<file path="src/design/apc_pkg.sv">
// Shared types, constants and a helper function of the averaged piecewise calibration unit.
`timescale 1ns / 1ps

package apc_pkg;

    // Field widths of the item and result transfers.
    localparam int SAMPLE_W   = 16;
    localparam int CHAN_W     = 3;
    localparam int POINT_W    = 2;
    localparam int POINTS     = 4;

    // Width of a segment quotient: the offset inside one quarter of full scale.
    localparam int FRAC_W     = 14;

    // Configuration port.
    localparam int APB_ADDR_W = 2;
    localparam int APB_DATA_W = 32;
    localparam logic [APB_ADDR_W-1:0] ADDR_AVG_ON = 2'd0;

    // Item kinds.
    localparam logic MODE_SAMPLE = 1'b0;
    localparam logic MODE_LOAD   = 1'b1;

    // Output quarter points.
    localparam logic [SAMPLE_W-1:0] QUARTER_1  = 16'd16384;
    localparam logic [SAMPLE_W-1:0] QUARTER_2  = 16'd32768;
    localparam logic [SAMPLE_W-1:0] QUARTER_3  = 16'd49152;
    localparam logic [SAMPLE_W-1:0] FULL_SCALE = 16'd65535;

    // Last step of the fetch sequence (four breakpoint reads plus one drain step).
    localparam logic [2:0] FETCH_LAST = 3'd4;

    typedef enum logic [2:0] {
        ST_IDLE,
        ST_FETCH,
        ST_MEAN,
        ST_SELECT,
        ST_SEG,
        ST_OUT
    } apc_state_t;

    typedef enum logic {
        DIV_MEAN,
        DIV_SEGMENT
    } apc_div_kind_t;

    typedef struct packed {
        logic          start;
        apc_div_kind_t kind;
    } apc_div_ctl_t;

    // Breakpoint value after reset, by breakpoint number.
    function automatic logic [SAMPLE_W-1:0] bp_reset(input logic [POINT_W-1:0] idx);
        logic [SAMPLE_W-1:0] val;
        unique case (idx)
            2'd0:    val = QUARTER_1;
            2'd1:    val = QUARTER_2;
            2'd2:    val = QUARTER_3;
            default: val = FULL_SCALE;
        endcase
        return val;
    endfunction

endpackage

</file>
<file path="src/design/apc_if.sv">
// Valid/ready channel interfaces for calibration items and calibrated results.
`timescale 1ns / 1ps

interface apc_in_if;
    import apc_pkg::*;

    logic                valid;
    logic                ready;
    logic                mode;
    logic [CHAN_W-1:0]   channel;
    logic [POINT_W-1:0]  point_index;
    logic [SAMPLE_W-1:0] sample;
    logic [SAMPLE_W-1:0] breakpoint_value;

    modport source (
        output valid, mode, channel, point_index, sample, breakpoint_value,
        input  ready
    );

    modport sink (
        input  valid, mode, channel, point_index, sample, breakpoint_value,
        output ready
    );

    modport monitor (
        input valid, ready, mode, channel, point_index, sample, breakpoint_value
    );
endinterface

interface apc_out_if;
    import apc_pkg::*;

    logic                valid;
    logic                ready;
    logic [CHAN_W-1:0]   out_channel;
    logic [SAMPLE_W-1:0] calibrated;
    logic                changed;

    modport source (
        output valid, out_channel, calibrated, changed,
        input  ready
    );

    modport sink (
        input  valid, out_channel, calibrated, changed,
        output ready
    );

    modport monitor (
        input valid, ready, out_channel, calibrated, changed
    );
endinterface

</file>
<file path="src/design/apc_ram.sv">
// Generic simple dual-port RAM with one write port and a registered read port.
`timescale 1ns / 1ps

module apc_ram #(
    parameter int WIDTH = 16,
    parameter int DEPTH = 64
) (
    input  logic                     clk,
    input  logic                     we,
    input  logic [$clog2(DEPTH)-1:0] waddr,
    input  logic [WIDTH-1:0]         wdata,
    input  logic [$clog2(DEPTH)-1:0] raddr,
    output logic [WIDTH-1:0]         rdata
);
    logic [WIDTH-1:0] mem [DEPTH];

    always_ff @(posedge clk)
    begin
        if (we)
        begin
            mem[waddr] <= wdata;
        end
        rdata <= mem[raddr];
    end
endmodule

</file>
<file path="src/design/apc_div.sv">
// Bit-serial restoring divider shared by the ring mean and the segment interpolation.
`timescale 1ns / 1ps

module apc_div #(
    parameter int DIVD_W = 19
) (
    input  logic                           clk,
    input  logic                           rst_n,
    input  apc_pkg::apc_div_ctl_t          ctl,
    input  logic [DIVD_W-1:0]              dividend,
    input  logic [apc_pkg::SAMPLE_W-1:0]   rem_init,
    input  logic [apc_pkg::SAMPLE_W-1:0]   divisor,
    output logic                           done,
    output logic [apc_pkg::SAMPLE_W-1:0]   quotient
);
    import apc_pkg::*;

    localparam int STEPS_MAX = (DIVD_W > FRAC_W) ? DIVD_W : FRAC_W;
    localparam int CNT_W     = $clog2(STEPS_MAX + 1);

    logic                busy_reg;
    logic                done_reg;
    logic [CNT_W-1:0]    cnt_reg;
    logic [SAMPLE_W-1:0] rem_reg;
    logic [SAMPLE_W-1:0] dvs_reg;
    logic [DIVD_W-1:0]   shf_reg;
    logic [SAMPLE_W-1:0] q_reg;

    logic [SAMPLE_W:0]   trial;
    logic                fits;
    logic [SAMPLE_W-1:0] rem_next;

    // One quotient bit per cycle: the partial remainder stays below the divisor,
    // so the trial value is never wider than the divisor plus one bit.
    always_comb
    begin
        trial    = {rem_reg, shf_reg[DIVD_W-1]};
        fits     = (trial >= {1'b0, dvs_reg});
        rem_next = fits ? SAMPLE_W'(trial - {1'b0, dvs_reg}) : trial[SAMPLE_W-1:0];
    end

    always_ff @(posedge clk or negedge rst_n)
    begin
        if (!rst_n)
        begin
            busy_reg <= 1'b0;
            done_reg <= 1'b0;
            cnt_reg  <= '0;
        end
        else
        begin
            done_reg <= 1'b0;
            if (ctl.start)
            begin
                busy_reg <= 1'b1;
                cnt_reg  <= (ctl.kind == DIV_MEAN) ? CNT_W'(DIVD_W) : CNT_W'(FRAC_W);
            end
            else if (busy_reg)
            begin
                cnt_reg <= cnt_reg - 1'b1;
                if (cnt_reg == CNT_W'(1))
                begin
                    busy_reg <= 1'b0;
                    done_reg <= 1'b1;
                end
            end
        end
    end

    always_ff @(posedge clk)
    begin
        if (ctl.start)
        begin
            dvs_reg <= divisor;
            q_reg   <= '0;
            if (ctl.kind == DIV_MEAN)
            begin
                rem_reg <= '0;
                shf_reg <= dividend;
            end
            else
            begin
                rem_reg <= rem_init;
                shf_reg <= '0;
            end
        end
        else if (busy_reg)
        begin
            rem_reg <= rem_next;
            shf_reg <= {shf_reg[DIVD_W-2:0], 1'b0};
            q_reg   <= {q_reg[SAMPLE_W-2:0], fits};
        end
    end

    assign done     = done_reg;
    assign quotient = q_reg;
endmodule

</file>
<file path="src/design/averaged_piecewise_calibration_unit.sv">
// Top level of the averaged piecewise calibration unit: control, per-channel state and datapath.
`timescale 1ns / 1ps

// Sequence: a sample item passes through fetch, the mean division (averaging on only),
// segment selection, the segment division (only when interpolation is needed) and output.
// Throughput: one sample item at a time; the next item is taken once the result is
// registered. Load items are taken while idle and leave the block idle.
// Reset: rst_n is asynchronous and active low; averaging comes up on, rings, sums and last
// outputs read as zero, breakpoints as the quarter points and full scale; no clearing pass.
module averaged_piecewise_calibration_unit #(
    parameter int AVERAGE_DEPTH = 8,
    parameter int CHANNELS      = 8
) (
    input  logic                            clk,
    input  logic                            rst_n,
    input  logic                            psel,
    input  logic                            penable,
    input  logic                            pwrite,
    input  logic [apc_pkg::APB_ADDR_W-1:0]  paddr,
    input  logic [apc_pkg::APB_DATA_W-1:0]  pwdata,
    output logic [apc_pkg::APB_DATA_W-1:0]  prdata,
    output logic                            pready,
    apc_in_if.sink                          item,
    apc_out_if.source                       result
);
    import apc_pkg::*;

    // Derived sizes. The sample ring of a channel occupies a power-of-two row of the history
    // RAM, so its address is simply the channel number above the ring slot.
    localparam int CH_W       = (CHANNELS > 1) ? $clog2(CHANNELS) : 1;
    localparam int HD_W       = $clog2(AVERAGE_DEPTH);
    localparam int SUM_W      = SAMPLE_W + HD_W;
    localparam int SUM_X_W    = SUM_W + 1;
    localparam int HIST_AW    = CH_W + HD_W;
    localparam int HIST_DEPTH = 1 << HIST_AW;
    localparam int BP_AW      = CH_W + POINT_W;
    localparam int BP_DEPTH   = 1 << BP_AW;
    localparam int CHAN_CMP_W = CHAN_W + 2;

    // Control state.
    apc_state_t          state_reg;
    apc_state_t          state_next;
    logic                avg_on_reg;
    logic [2:0]          k_reg;
    logic                out_valid_reg;

    // Per-channel state held in flip-flops. A ring is written in slot order from slot zero,
    // so a slot that was never written is exactly one at or above the head while the
    // ring has not yet wrapped: filled_reg marks the wrap and replaces a clearing pass.
    logic [HD_W-1:0]     head_reg   [CHANNELS];
    logic                filled_reg [CHANNELS];
    logic [SUM_W-1:0]    sum_reg    [CHANNELS];
    logic [SAMPLE_W-1:0] last_reg   [CHANNELS];
    logic                bp_valid_reg [BP_DEPTH];

    // Item payload and working values.
    logic [CH_W-1:0]     ch_reg;
    logic [SAMPLE_W-1:0] sample_reg;
    logic [SAMPLE_W-1:0] v_reg;
    logic [SAMPLE_W-1:0] bp_reg [POINTS];
    logic                bp_rvalid_reg;
    logic [SAMPLE_W-1:0] base_reg;
    logic [SAMPLE_W-1:0] res_reg;
    logic [CHAN_W-1:0]   out_ch_reg;
    logic [SAMPLE_W-1:0] out_cal_reg;
    logic                out_chg_reg;

    // Handshake and decode.
    logic                item_xfer;
    logic                in_range;
    logic                cfg_write;
    logic                out_load;

    // Memories.
    logic                hist_we;
    logic [HIST_AW-1:0]  hist_addr;
    logic [SAMPLE_W-1:0] hist_rdata;
    logic                bp_we;
    logic [BP_AW-1:0]    bp_waddr;
    logic [BP_AW-1:0]    bp_raddr;
    logic [SAMPLE_W-1:0] bp_rdata;

    // Ring update.
    logic [SAMPLE_W-1:0] old_sample;
    logic [SUM_W-1:0]    sum_new;
    logic [HD_W-1:0]     head_new;
    logic                ring_update;
    logic [POINT_W-1:0]  fill_idx;

    // Segment selection.
    logic                sel_direct;
    logic [SAMPLE_W-1:0] sel_value;
    logic [SAMPLE_W-1:0] seg_lo;
    logic [SAMPLE_W-1:0] seg_span;
    logic [SAMPLE_W-1:0] seg_base;
    logic [SAMPLE_W-1:0] seg_d;

    // Divider.
    apc_div_ctl_t        div_ctl;
    logic [SAMPLE_W-1:0] div_divisor;
    logic                div_done;
    logic [SAMPLE_W-1:0] div_q;

    // ------------------------------------------------------------------
    // Configuration port. The only register is the averaging switch at offset zero;
    // writes to other offsets are dropped and read back as zero.
    // ------------------------------------------------------------------
    assign pready    = 1'b1;
    assign cfg_write = psel && penable && pwrite && pready && (paddr == ADDR_AVG_ON);
    assign prdata    = (paddr == ADDR_AVG_ON) ? APB_DATA_W'(avg_on_reg) : '0;

    // ------------------------------------------------------------------
    // Memories: the sample rings of all channels and the breakpoint table.
    // Breakpoints that were never loaded read as their reset value (a quarter point, or
    // full scale for the last) through one valid bit per entry.
    // ------------------------------------------------------------------
    assign hist_addr = {ch_reg, head_reg[ch_reg]};
    assign bp_raddr  = {ch_reg, k_reg[POINT_W-1:0]};
    assign bp_waddr  = {CH_W'(item.channel), item.point_index};

    apc_ram #(
        .WIDTH (SAMPLE_W),
        .DEPTH (HIST_DEPTH)
    ) u_hist_ram (
        .clk   (clk),
        .we    (hist_we),
        .waddr (hist_addr),
        .wdata (sample_reg),
        .raddr (hist_addr),
        .rdata (hist_rdata)
    );

    apc_ram #(
        .WIDTH (SAMPLE_W),
        .DEPTH (BP_DEPTH)
    ) u_bp_ram (
        .clk   (clk),
        .we    (bp_we),
        .waddr (bp_waddr),
        .wdata (item.breakpoint_value),
        .raddr (bp_raddr),
        .rdata (bp_rdata)
    );

    // ------------------------------------------------------------------
    // Ring arithmetic. The oldest slot leaves the running sum as the new sample enters,
    // so the mean needs only one subtract and one add per item.
    // ------------------------------------------------------------------
    always_comb
    begin
        old_sample = filled_reg[ch_reg] ? hist_rdata : '0;
        sum_new    = SUM_W'({1'b0, sum_reg[ch_reg]} + SUM_X_W'(sample_reg)
                            - SUM_X_W'(old_sample));
        head_new   = (head_reg[ch_reg] == HD_W'(AVERAGE_DEPTH - 1)) ? '0
                                                                   : head_reg[ch_reg] + 1'b1;
        fill_idx   = POINT_W'(k_reg - 3'd1);
    end

    // ------------------------------------------------------------------
    // Segment selection. The checks run in a fixed order, so breakpoints that are not
    // ascending still pick a well-defined answer, and a division is only started when
    // the value lies strictly inside a segment, which keeps the span positive and the
    // offset below it.
    // ------------------------------------------------------------------
    always_comb
    begin
        sel_direct = 1'b1;
        sel_value  = '0;
        seg_lo     = '0;
        seg_span   = '0;
        seg_base   = '0;
        if (v_reg == '0)
        begin
            sel_value = '0;
        end
        else if (v_reg < bp_reg[0])
        begin
            sel_direct = 1'b0;
            seg_span   = bp_reg[0];
        end
        else if (v_reg == bp_reg[0])
        begin
            sel_value = QUARTER_1;
        end
        else if (v_reg < bp_reg[1])
        begin
            sel_direct = 1'b0;
            seg_lo     = bp_reg[0];
            seg_span   = bp_reg[1] - bp_reg[0];
            seg_base   = QUARTER_1;
        end
        else if (v_reg == bp_reg[1])
        begin
            sel_value = QUARTER_2;
        end
        else if (v_reg < bp_reg[2])
        begin
            sel_direct = 1'b0;
            seg_lo     = bp_reg[1];
            seg_span   = bp_reg[2] - bp_reg[1];
            seg_base   = QUARTER_2;
        end
        else if (v_reg == bp_reg[2])
        begin
            sel_value = QUARTER_3;
        end
        else if (v_reg < bp_reg[3])
        begin
            sel_direct = 1'b0;
            seg_lo     = bp_reg[2];
            seg_span   = bp_reg[3] - bp_reg[2];
            seg_base   = QUARTER_3;
        end
        else
        begin
            sel_value = FULL_SCALE;
        end
        seg_d = v_reg - seg_lo;
    end

    // ------------------------------------------------------------------
    // Shared bit-serial divider. With averaging on it first forms the ring mean (sum over
    // AVERAGE_DEPTH); when the value lies inside a segment it then forms the segment offset
    // (offset * 16384 over span) with the offset as its starting remainder.
    // ------------------------------------------------------------------
    assign div_divisor = (state_reg == ST_SELECT) ? seg_span : SAMPLE_W'(AVERAGE_DEPTH);

    apc_div #(
        .DIVD_W (SUM_W)
    ) u_div (
        .clk      (clk),
        .rst_n    (rst_n),
        .ctl      (div_ctl),
        .dividend (sum_new),
        .rem_init (seg_d),
        .divisor  (div_divisor),
        .done     (div_done),
        .quotient (div_q)
    );

    // ------------------------------------------------------------------
    // Sequencer: next state.
    // ------------------------------------------------------------------
    always_comb
    begin
        state_next = state_reg;
        unique case (state_reg)
            ST_IDLE:
            begin
                if (item_xfer && in_range && (item.mode == MODE_SAMPLE))
                begin
                    state_next = ST_FETCH;
                end
            end
            ST_FETCH:
            begin
                if (k_reg == FETCH_LAST)
                begin
                    state_next = avg_on_reg ? ST_MEAN : ST_SELECT;
                end
            end
            ST_MEAN:
            begin
                if (div_done)
                begin
                    state_next = ST_SELECT;
                end
            end
            ST_SELECT:
            begin
                state_next = sel_direct ? ST_OUT : ST_SEG;
            end
            ST_SEG:
            begin
                if (div_done)
                begin
                    state_next = ST_OUT;
                end
            end
            ST_OUT:
            begin
                if (out_load)
                begin
                    state_next = ST_IDLE;
                end
            end
            default:
            begin
                state_next = ST_IDLE;
            end
        endcase
    end

    // ------------------------------------------------------------------
    // Sequencer: outputs. Items are taken only while idle; a finished result
    // waits in the output register, so the next item can enter while it is
    // still pending and only the final hand-over of that item stalls on it.
    // ------------------------------------------------------------------
    always_comb
    begin
        item.ready   = (state_reg == ST_IDLE);
        item_xfer    = item.valid && item.ready;
        in_range     = ({2'b00, item.channel} < CHAN_CMP_W'(CHANNELS));
        bp_we        = item_xfer && in_range && (item.mode == MODE_LOAD);
        ring_update  = (state_reg == ST_FETCH) && (k_reg == 3'd1) && avg_on_reg;
        hist_we      = ring_update;
        out_load     = (state_reg == ST_OUT) && (!out_valid_reg || result.ready);
        div_ctl      = '{start: 1'b0, kind: DIV_MEAN};
        unique case (state_reg)
            ST_FETCH:
            begin
                div_ctl = '{start: ring_update, kind: DIV_MEAN};
            end
            ST_SELECT:
            begin
                div_ctl = '{start: !sel_direct, kind: DIV_SEGMENT};
            end
            default:
            begin
                div_ctl = '{start: 1'b0, kind: DIV_MEAN};
            end
        endcase
    end

    // ------------------------------------------------------------------
    // Control registers and per-channel state.
    // ------------------------------------------------------------------
    always_ff @(posedge clk or negedge rst_n)
    begin
        if (!rst_n)
        begin
            state_reg     <= ST_IDLE;
            avg_on_reg    <= 1'b1;
            k_reg         <= '0;
            out_valid_reg <= 1'b0;
            for (int c = 0; c < CHANNELS; c++)
            begin
                head_reg[c]   <= '0;
                filled_reg[c] <= 1'b0;
                sum_reg[c]    <= '0;
                last_reg[c]   <= '0;
            end
            for (int e = 0; e < BP_DEPTH; e++)
            begin
                bp_valid_reg[e] <= 1'b0;
            end
        end
        else
        begin
            state_reg <= state_next;

            if (cfg_write)
            begin
                avg_on_reg <= pwdata[0];
            end

            if (item_xfer)
            begin
                k_reg <= '0;
            end
            else if (state_reg == ST_FETCH)
            begin
                k_reg <= k_reg + 3'd1;
            end

            if (bp_we)
            begin
                bp_valid_reg[bp_waddr] <= 1'b1;
            end

            // The ring slot read in the first fetch cycle is replaced in the second one.
            if (ring_update)
            begin
                sum_reg[ch_reg]  <= sum_new;
                head_reg[ch_reg] <= head_new;
                if (head_new == '0)
                begin
                    filled_reg[ch_reg] <= 1'b1;
                end
            end

            if (out_load)
            begin
                out_valid_reg    <= 1'b1;
                last_reg[ch_reg] <= res_reg;
            end
            else if (result.ready)
            begin
                out_valid_reg <= 1'b0;
            end
        end
    end

    // ------------------------------------------------------------------
    // Payload registers.
    // ------------------------------------------------------------------
    always_ff @(posedge clk)
    begin
        if (item_xfer)
        begin
            ch_reg     <= CH_W'(item.channel);
            sample_reg <= item.sample;
            v_reg      <= item.sample;
        end

        // Breakpoint reads are issued one per fetch cycle and land in the following cycle.
        bp_rvalid_reg <= bp_valid_reg[bp_raddr];
        if ((state_reg == ST_FETCH) && (k_reg != 3'd0))
        begin
            bp_reg[fill_idx] <= bp_rvalid_reg ? bp_rdata : bp_reset(fill_idx);
        end

        if ((state_reg == ST_MEAN) && div_done)
        begin
            v_reg <= div_q;
        end

        if (state_reg == ST_SELECT)
        begin
            res_reg  <= sel_value;
            base_reg <= seg_base;
        end

        if ((state_reg == ST_SEG) && div_done)
        begin
            res_reg <= base_reg + SAMPLE_W'(div_q[FRAC_W-1:0]);
        end

        if (out_load)
        begin
            out_ch_reg  <= CHAN_W'(ch_reg);
            out_cal_reg <= res_reg;
            out_chg_reg <= (res_reg != last_reg[ch_reg]);
        end
    end

    assign result.valid       = out_valid_reg;
    assign result.out_channel = out_ch_reg;
    assign result.calibrated  = out_cal_reg;
    assign result.changed     = out_chg_reg;
endmodule

</file>
<file path="src/flat_wrapper.sv">
// flat-port wrapper written by rule: the top's interface ports become plain ports
module averaged_piecewise_calibration_unit_flat import apc_pkg::*;
#(
    parameter int AVERAGE_DEPTH = 8,
    parameter int CHANNELS      = 8
)
  (clk, rst_n, psel, penable, pwrite, paddr, pwdata, prdata, pready, item_valid, item_mode, item_channel, item_point_index, item_sample, item_breakpoint_value, item_ready, result_valid, result_out_channel, result_calibrated, result_changed, result_ready);
  apc_in_if item_i ();
  apc_out_if result_i ();
  input  logic clk;
  input  logic rst_n;
  input  logic psel;
  input  logic penable;
  input  logic pwrite;
  input  logic [apc_pkg::APB_ADDR_W-1:0] paddr;
  input  logic [apc_pkg::APB_DATA_W-1:0] pwdata;
  output logic [apc_pkg::APB_DATA_W-1:0] prdata;
  output logic pready;
  input wire logic [$bits(item_i.valid)-1:0] item_valid;
  input wire logic [$bits(item_i.mode)-1:0] item_mode;
  input wire logic [$bits(item_i.channel)-1:0] item_channel;
  input wire logic [$bits(item_i.point_index)-1:0] item_point_index;
  input wire logic [$bits(item_i.sample)-1:0] item_sample;
  input wire logic [$bits(item_i.breakpoint_value)-1:0] item_breakpoint_value;
  output wire logic [$bits(item_i.ready)-1:0] item_ready;
  output wire logic [$bits(result_i.valid)-1:0] result_valid;
  output wire logic [$bits(result_i.out_channel)-1:0] result_out_channel;
  output wire logic [$bits(result_i.calibrated)-1:0] result_calibrated;
  output wire logic [$bits(result_i.changed)-1:0] result_changed;
  input wire logic [$bits(result_i.ready)-1:0] result_ready;
  assign item_i.valid = item_valid;
  assign item_i.mode = item_mode;
  assign item_i.channel = item_channel;
  assign item_i.point_index = item_point_index;
  assign item_i.sample = item_sample;
  assign item_i.breakpoint_value = item_breakpoint_value;
  assign item_ready = item_i.ready;
  assign result_valid = result_i.valid;
  assign result_out_channel = result_i.out_channel;
  assign result_calibrated = result_i.calibrated;
  assign result_changed = result_i.changed;
  assign result_i.ready = result_ready;
  averaged_piecewise_calibration_unit #(.AVERAGE_DEPTH(AVERAGE_DEPTH), .CHANNELS(CHANNELS)) u_core (.clk(clk), .rst_n(rst_n), .psel(psel), .penable(penable), .pwrite(pwrite), .paddr(paddr), .pwdata(pwdata), .prdata(prdata), .pready(pready), .item(item_i), .result(result_i));
endmodule
</file>
<file path="config.mk">
export PLATFORM = sky130hd
export DESIGN_NAME = averaged_piecewise_calibration_unit_flat
export DESIGN_NICKNAME = d
export VERILOG_FILES = /design/src/design/apc_pkg.sv /design/src/design/apc_if.sv /design/src/design/apc_ram.sv /design/src/design/apc_div.sv /design/src/design/averaged_piecewise_calibration_unit.sv /design/src/flat_wrapper.sv
export SDC_FILE = /design/constraint.sdc
export NUM_CORES = 2
export LEC_CHECK = 0
export BUFFER_PORTS_ARGS = -buffer_cell sky130_fd_sc_hd__buf_2
export CAP_MARGIN = 20
export CORE_MARGIN = 2
export CORE_UTILIZATION = 25
export DETAILED_ROUTE_END_ITERATION = 7
export SETUP_SLACK_MARGIN = 0.3
export SLEW_MARGIN = 0
export SYNTH_ARGS = -nofsm -noshare
export SYNTH_HDL_FRONTEND = slang
export SYNTH_HIERARCHICAL = 1
export SYNTH_SLANG_ARGS = --single-unit
</file>
<file path="constraint.sdc">
create_clock -name clk -period 6.56 [get_ports clk]
set_clock_uncertainty 0.1 [all_clocks]
set_input_delay 0.656 -clock clk [delete_from_list [all_inputs] [get_ports clk]]
set_output_delay 0.656 -clock clk [all_outputs]
set_load 0.1 [all_outputs]
</file>
==> flow_metrics.py <==
metrics = {
    "status": {
        "status": "completed",
    },
    "routing": {
        "antenna_left": 0,
        "num_vias": 51600,
        "viasPerCell": 4.72,
        "wirelength_um": 237000,
        "avgRoutedWirePerCell_um": 21.7,
        "drc": 0,
        "firstDrtPassIters": 6,
        "drt_iter0_drc": 4962,
    },
    "placed_design": {
        "io_buffer_count": 70,
        "gp_congestion": 0.887,
        "place_ws_ps": 766,
        "place_hpwl_um": 148000,
    },
    "final_layout": {
        "layout-drive-gt1-share_pct": 18.8,
        "syn2layout_area_growth_pct": 14.9,
        "largest_reg_flops": 1024,
        "fillers": 36000,
        "fin_nets": 6205,
    },
    "sta": {
        "fmax_mhz": 171,
        "slew_headroom_pct": 25.0,
        "hold_slack_ps": 73.8,
        "rsz0062_at_grt": "false",
        "timing.final.crit_period_ps": 5840,
        "fin_crit_sh_pct": 89.1,
        "finalSetupTns_ps": 0,
        "worst_pin_slew_ps": 1120,
        "setup_viol": 0,
        "worst_slack_ps": 716,
        "final_max_slew_viol_count": 0,
        "finalHoldViolCount": 0,
    },
    "clocking": {
        "clock_latency_ps": 880,
        "clkTransAtPathRegs_ps": 60,
        "cts_root_buf": "clkbuf_16",
        "ctsHtreeMaxLevel": 4,
        "cts_setup_buffers": 0,
        "numCtsBuffers": 217,
        "tritoncts": "yes",
        "clk_path_buf_depth": 3,
        "clock-sinks": 2132,
    },
    "min_path": {
        "min_from": "item_sample[6]",
        "min_to": "u_core/sample_reg[6]",
        "hold_path_class": "in -> reg",
        "hold_path_depth": 1,
    },
    "die": {
        "fp.dieH_um": 608,
        "initial_core_util_pct": 25.2,
        "io_pins": 134,
        "dieArea_um2": 370000,
        "die_w_um": 608,
        "num_rows": 221,
        "core_area_um2": 363000,
    },
    "critical_path": {
        "worst_setup_path_start_kind": "flip-flop",
        "r2r_start": "u_core/v_reg[5]",
        "cp.depth": 23,
        "crit_path_max_fanout": 13,
        "crit_type": "reg -> reg",
        "critPathTopFamily": "compound AO/OA/AOI/OAI gates",
        "rr_endpoint": "u_core/u_div/rem_reg[15]",
        "cp_slowest_cell": "edfxtp_1",
        "rrSetupSlack_ps": 720,
        "r2r_cells": 23,
        "worstPathCellList": "ha_1 > a211oi_1 > nor2_1 > nor2_1 > o211ai_1 > a31oi_4 > nor3b_2 > buf_4 > a22oi_1 > a211o_1 > ha_1 > o21a_1 > o31ai_2 > a21oi_1 > a41oi_1 > nor4b_2 > o31ai_1 > a21o_1 > a21oi_1 > xnor2_1 > and3_1 > a41oi_1 > o21ai_1",
        "crit_arrival_ps": 6300,
        "cp-end-kind": "flip-flop",
        "cp_slowest_stage_delay_ps": 530,
        "path_buf_inv": 1,
        "required_ps": 7020,
    },
    "pwr": {
        "p_comb_share_pct": 29.4,
        "p_int_w": 0.0279,
        "vdd_drop_max_v": 0.000320,
        "seq_power_share_pct": 41.1,
        "p_leak_nw": 36.5,
        "power_switching_w": 0.0135,
        "power.density_nw_per_um2": 395,
        "sw_frac_of_total_pct": 32.7,
        "clkPwrFrac_pct": 29.5,
    },
    "grt": {
        "grt_pass1_wl_um": 349000,
        "antenna_found_initial": 19,
        "grt_pass1_vias": 52200,
        "grt_max_degree": 139,
        "gr-total-overflow": 0,
        "track_usage_pct": 12.5,
    },
    "synthesis": {
        "syn_area_per_cell_um2": 15.9,
        "ys_ff_latch": 2132,
        "synth_cell_types": 114,
        "ys_async_sr_fraction_pct": 16.8,
        "synth_flop_cell": "edfxtp_1",
        "yosys_warnings": 6,
        "synth_edf_count": 1724,
        "netlist_instances": 5745,
        "ys_seq_area_share_pct": 67.6,
        "syn-cell-area_um2": 91300,
    },
    "job": {
        "cap_violations": 0,
    },
}
==> how the worst max path moves through the flow <==
| stage | start | endpoint | slack, ps |
|---|---|---|---|
| after floorplan | u_core/state_reg[1] | u_core/u_bp_ram/mem[12][0] | 1450 |
| after global placement | u_core/v_reg[9] | u_core/u_div/rem_reg[15] | 740 |
| after detailed placement | u_core/v_reg[9] | u_core/u_div/rem_reg[15] | 770 |
| after CTS | u_core/v_reg[9] | u_core/u_div/rem_reg[15] | 740 |
| after global routing | u_core/v_reg[7] | u_core/u_div/rem_reg[14] | 340 |
| final | u_core/v_reg[5] | u_core/u_div/rem_reg[15] | 720 |
==> cells by family (layout without fill, tap and decap cells) <==
kind of cell,after synthesis,in the layout,share of synthesized area (%)
other,2,38,0.00823
AOI/OAI and AO/OA,990,990,7.58
xor gates and xnor gates,96,96,0.946
buffers and inverters,510,863,2.98
DFF,2132,2132,67.6
muxes,838,838,12.7
and+or+nand+nor,987,987,5.33
adders and majority gates,190,190,2.78
==> synthesized netlist by cell type, types with 26 or more instances <==
| cell type | number | area, µm² |
|---|---|---|
| nand2_1 | 320 | 1200 |
| nand3_1 | 99 | 495 |
| nor2b_1 | 66 | 413 |
| a22o_1 | 60 | 526 |
| o21ai_0 | 165 | 826 |
| xnor2_1 | 51 | 447 |
| a21oi_1 | 133 | 666 |
| inv_1 | 167 | 627 |
| mux2i_1 | 361 | 3610 |
| mux4_2 | 229 | 5160 |
| mux2_2 | 236 | 2660 |
| nand4_1 | 64 | 400 |
| buf_4 | 65 | 488 |
| a22oi_1 | 268 | 2010 |
| a21o_1 | 46 | 345 |
| buf_1 | 28 | 105 |
| ha_1 | 169 | 2110 |
| buf_2 | 84 | 420 |
| clkbuf_1 | 118 | 443 |
| nor2_1 | 218 | 818 |
| dfrtp_1 | 358 | 8960 |
| xor2_1 | 42 | 368 |
| nand2b_1 | 26 | 163 |
| nor3_1 | 47 | 235 |
| edfxtp_1 | 1724 | 51800 |
| dfxtp_1 | 49 | 981 |
| a31oi_1 | 40 | 250 |
| o21bai_1 | 45 | 338 |
==> cell type report <==
| class | count | area (µm²) | area share, % |
|---|---|---|---|
| Antenna cell | 6 | 15.0 | 0.0143 |
| Clock buffer | 276 | 5780 | 5.51 |
| Clock inverter | 135 | 1350 | 1.29 |
| Inverter | 168 | 631 | 0.601 |
| Multi-Input combinational cell | 3133 | 27100 | 25.8 |
| Sequential cell | 2132 | 61700 | 58.9 |
| Tap cell | 4794 | 6000 | 5.72 |
| Timing Repair Buffer | 284 | 2280 | 2.17 |
==> stage by stage <==
| stage | power [W] | std cells | util [%] | area (µm²) |
|---|---|---|---|---|
| 6_report | 0.0414 | 10900 | 28.9 | 105000 |
| 5_1_grt | 0.0434 | 10900 | 28.9 | 105000 |
| 2_1_floorplan | 0.0260 | 5775 | - | 91400 |
| 3_3_place_gp | 0.0291 | 10500 | 26.8 | 97400 |
| 3_5_place_dp | 0.0294 | 10500 | 26.9 | 97500 |
| 4_1_cts | 0.0417 | 10900 | 28.9 | 105000 |
==> power by group through the flow <==
| stage | Clock, W | Sequential [W] | Combinational (W) |
|---|---|---|---|
| after floorplan | 0 | 0.0172 | 0.00878 |
| after global placement | 0 | 0.0172 | 0.0118 |
| after detailed placement | 0 | 0.0173 | 0.0121 |
| after CTS | 0.0125 | 0.0170 | 0.0121 |
| after global routing | 0.0130 | 0.0172 | 0.0132 |
| final | 0.0122 | 0.0170 | 0.0122 |
==> metal layers <==
layer | vias to the layer above | part of all wire [%] | global-route usage (%)
li1 | 22700 | - | -
met1 | 26800 | 43 | 16.4
met2 | 1686 | 48 | 20.5
met3 | 404 | 5.6 | 1.78
met4 | 2 | 4.1 | 5.28
met5 | - | 0.0055 | 0
==> what timing repair did <==
action / 4_1_cts / 5_1_grt
endpoints found under the hold margin: 96 / 0
resized for setup: 0 / 1
endpoints found under the setup margin: 0 / 1
hold buffers: 10 / 0
==> placed cells by master (no fill, tap or decap), types with 19 or more instances in the layout <==
cell / instances
edfxtp_1: 1724
mux2i_1: 361
dfrtp_1: 357
nand2_1: 320
a22oi_1: 268
mux2_2: 236
mux4_2: 229
clkbuf_16: 217
nor2_1: 197
buf_4: 183
ha_1: 169
inv_1: 167
o21ai_0: 165
a21oi_1: 133
nand3_1: 99
buf_2: 69
nand4_1: 64
nor2b_1: 60
a22o_1: 60
clkinv_1: 52
xnor2_1: 51
dfxtp_1: 49
clkbuf_1: 46
a21o_1: 46
o21bai_1: 44
nor3_1: 43
xor2_1: 42
clkinv_2: 40
a31oi_1: 40
conb_1: 32
nand2b_1: 26
a211oi_1: 25
a211o_1: 25
nor2_2: 25
o21ai_1: 23
and4_1: 22
a221oi_1: 22
fa_1: 21
and3_1: 20
o21a_1: 19
(Power assumes the default switching activity.)
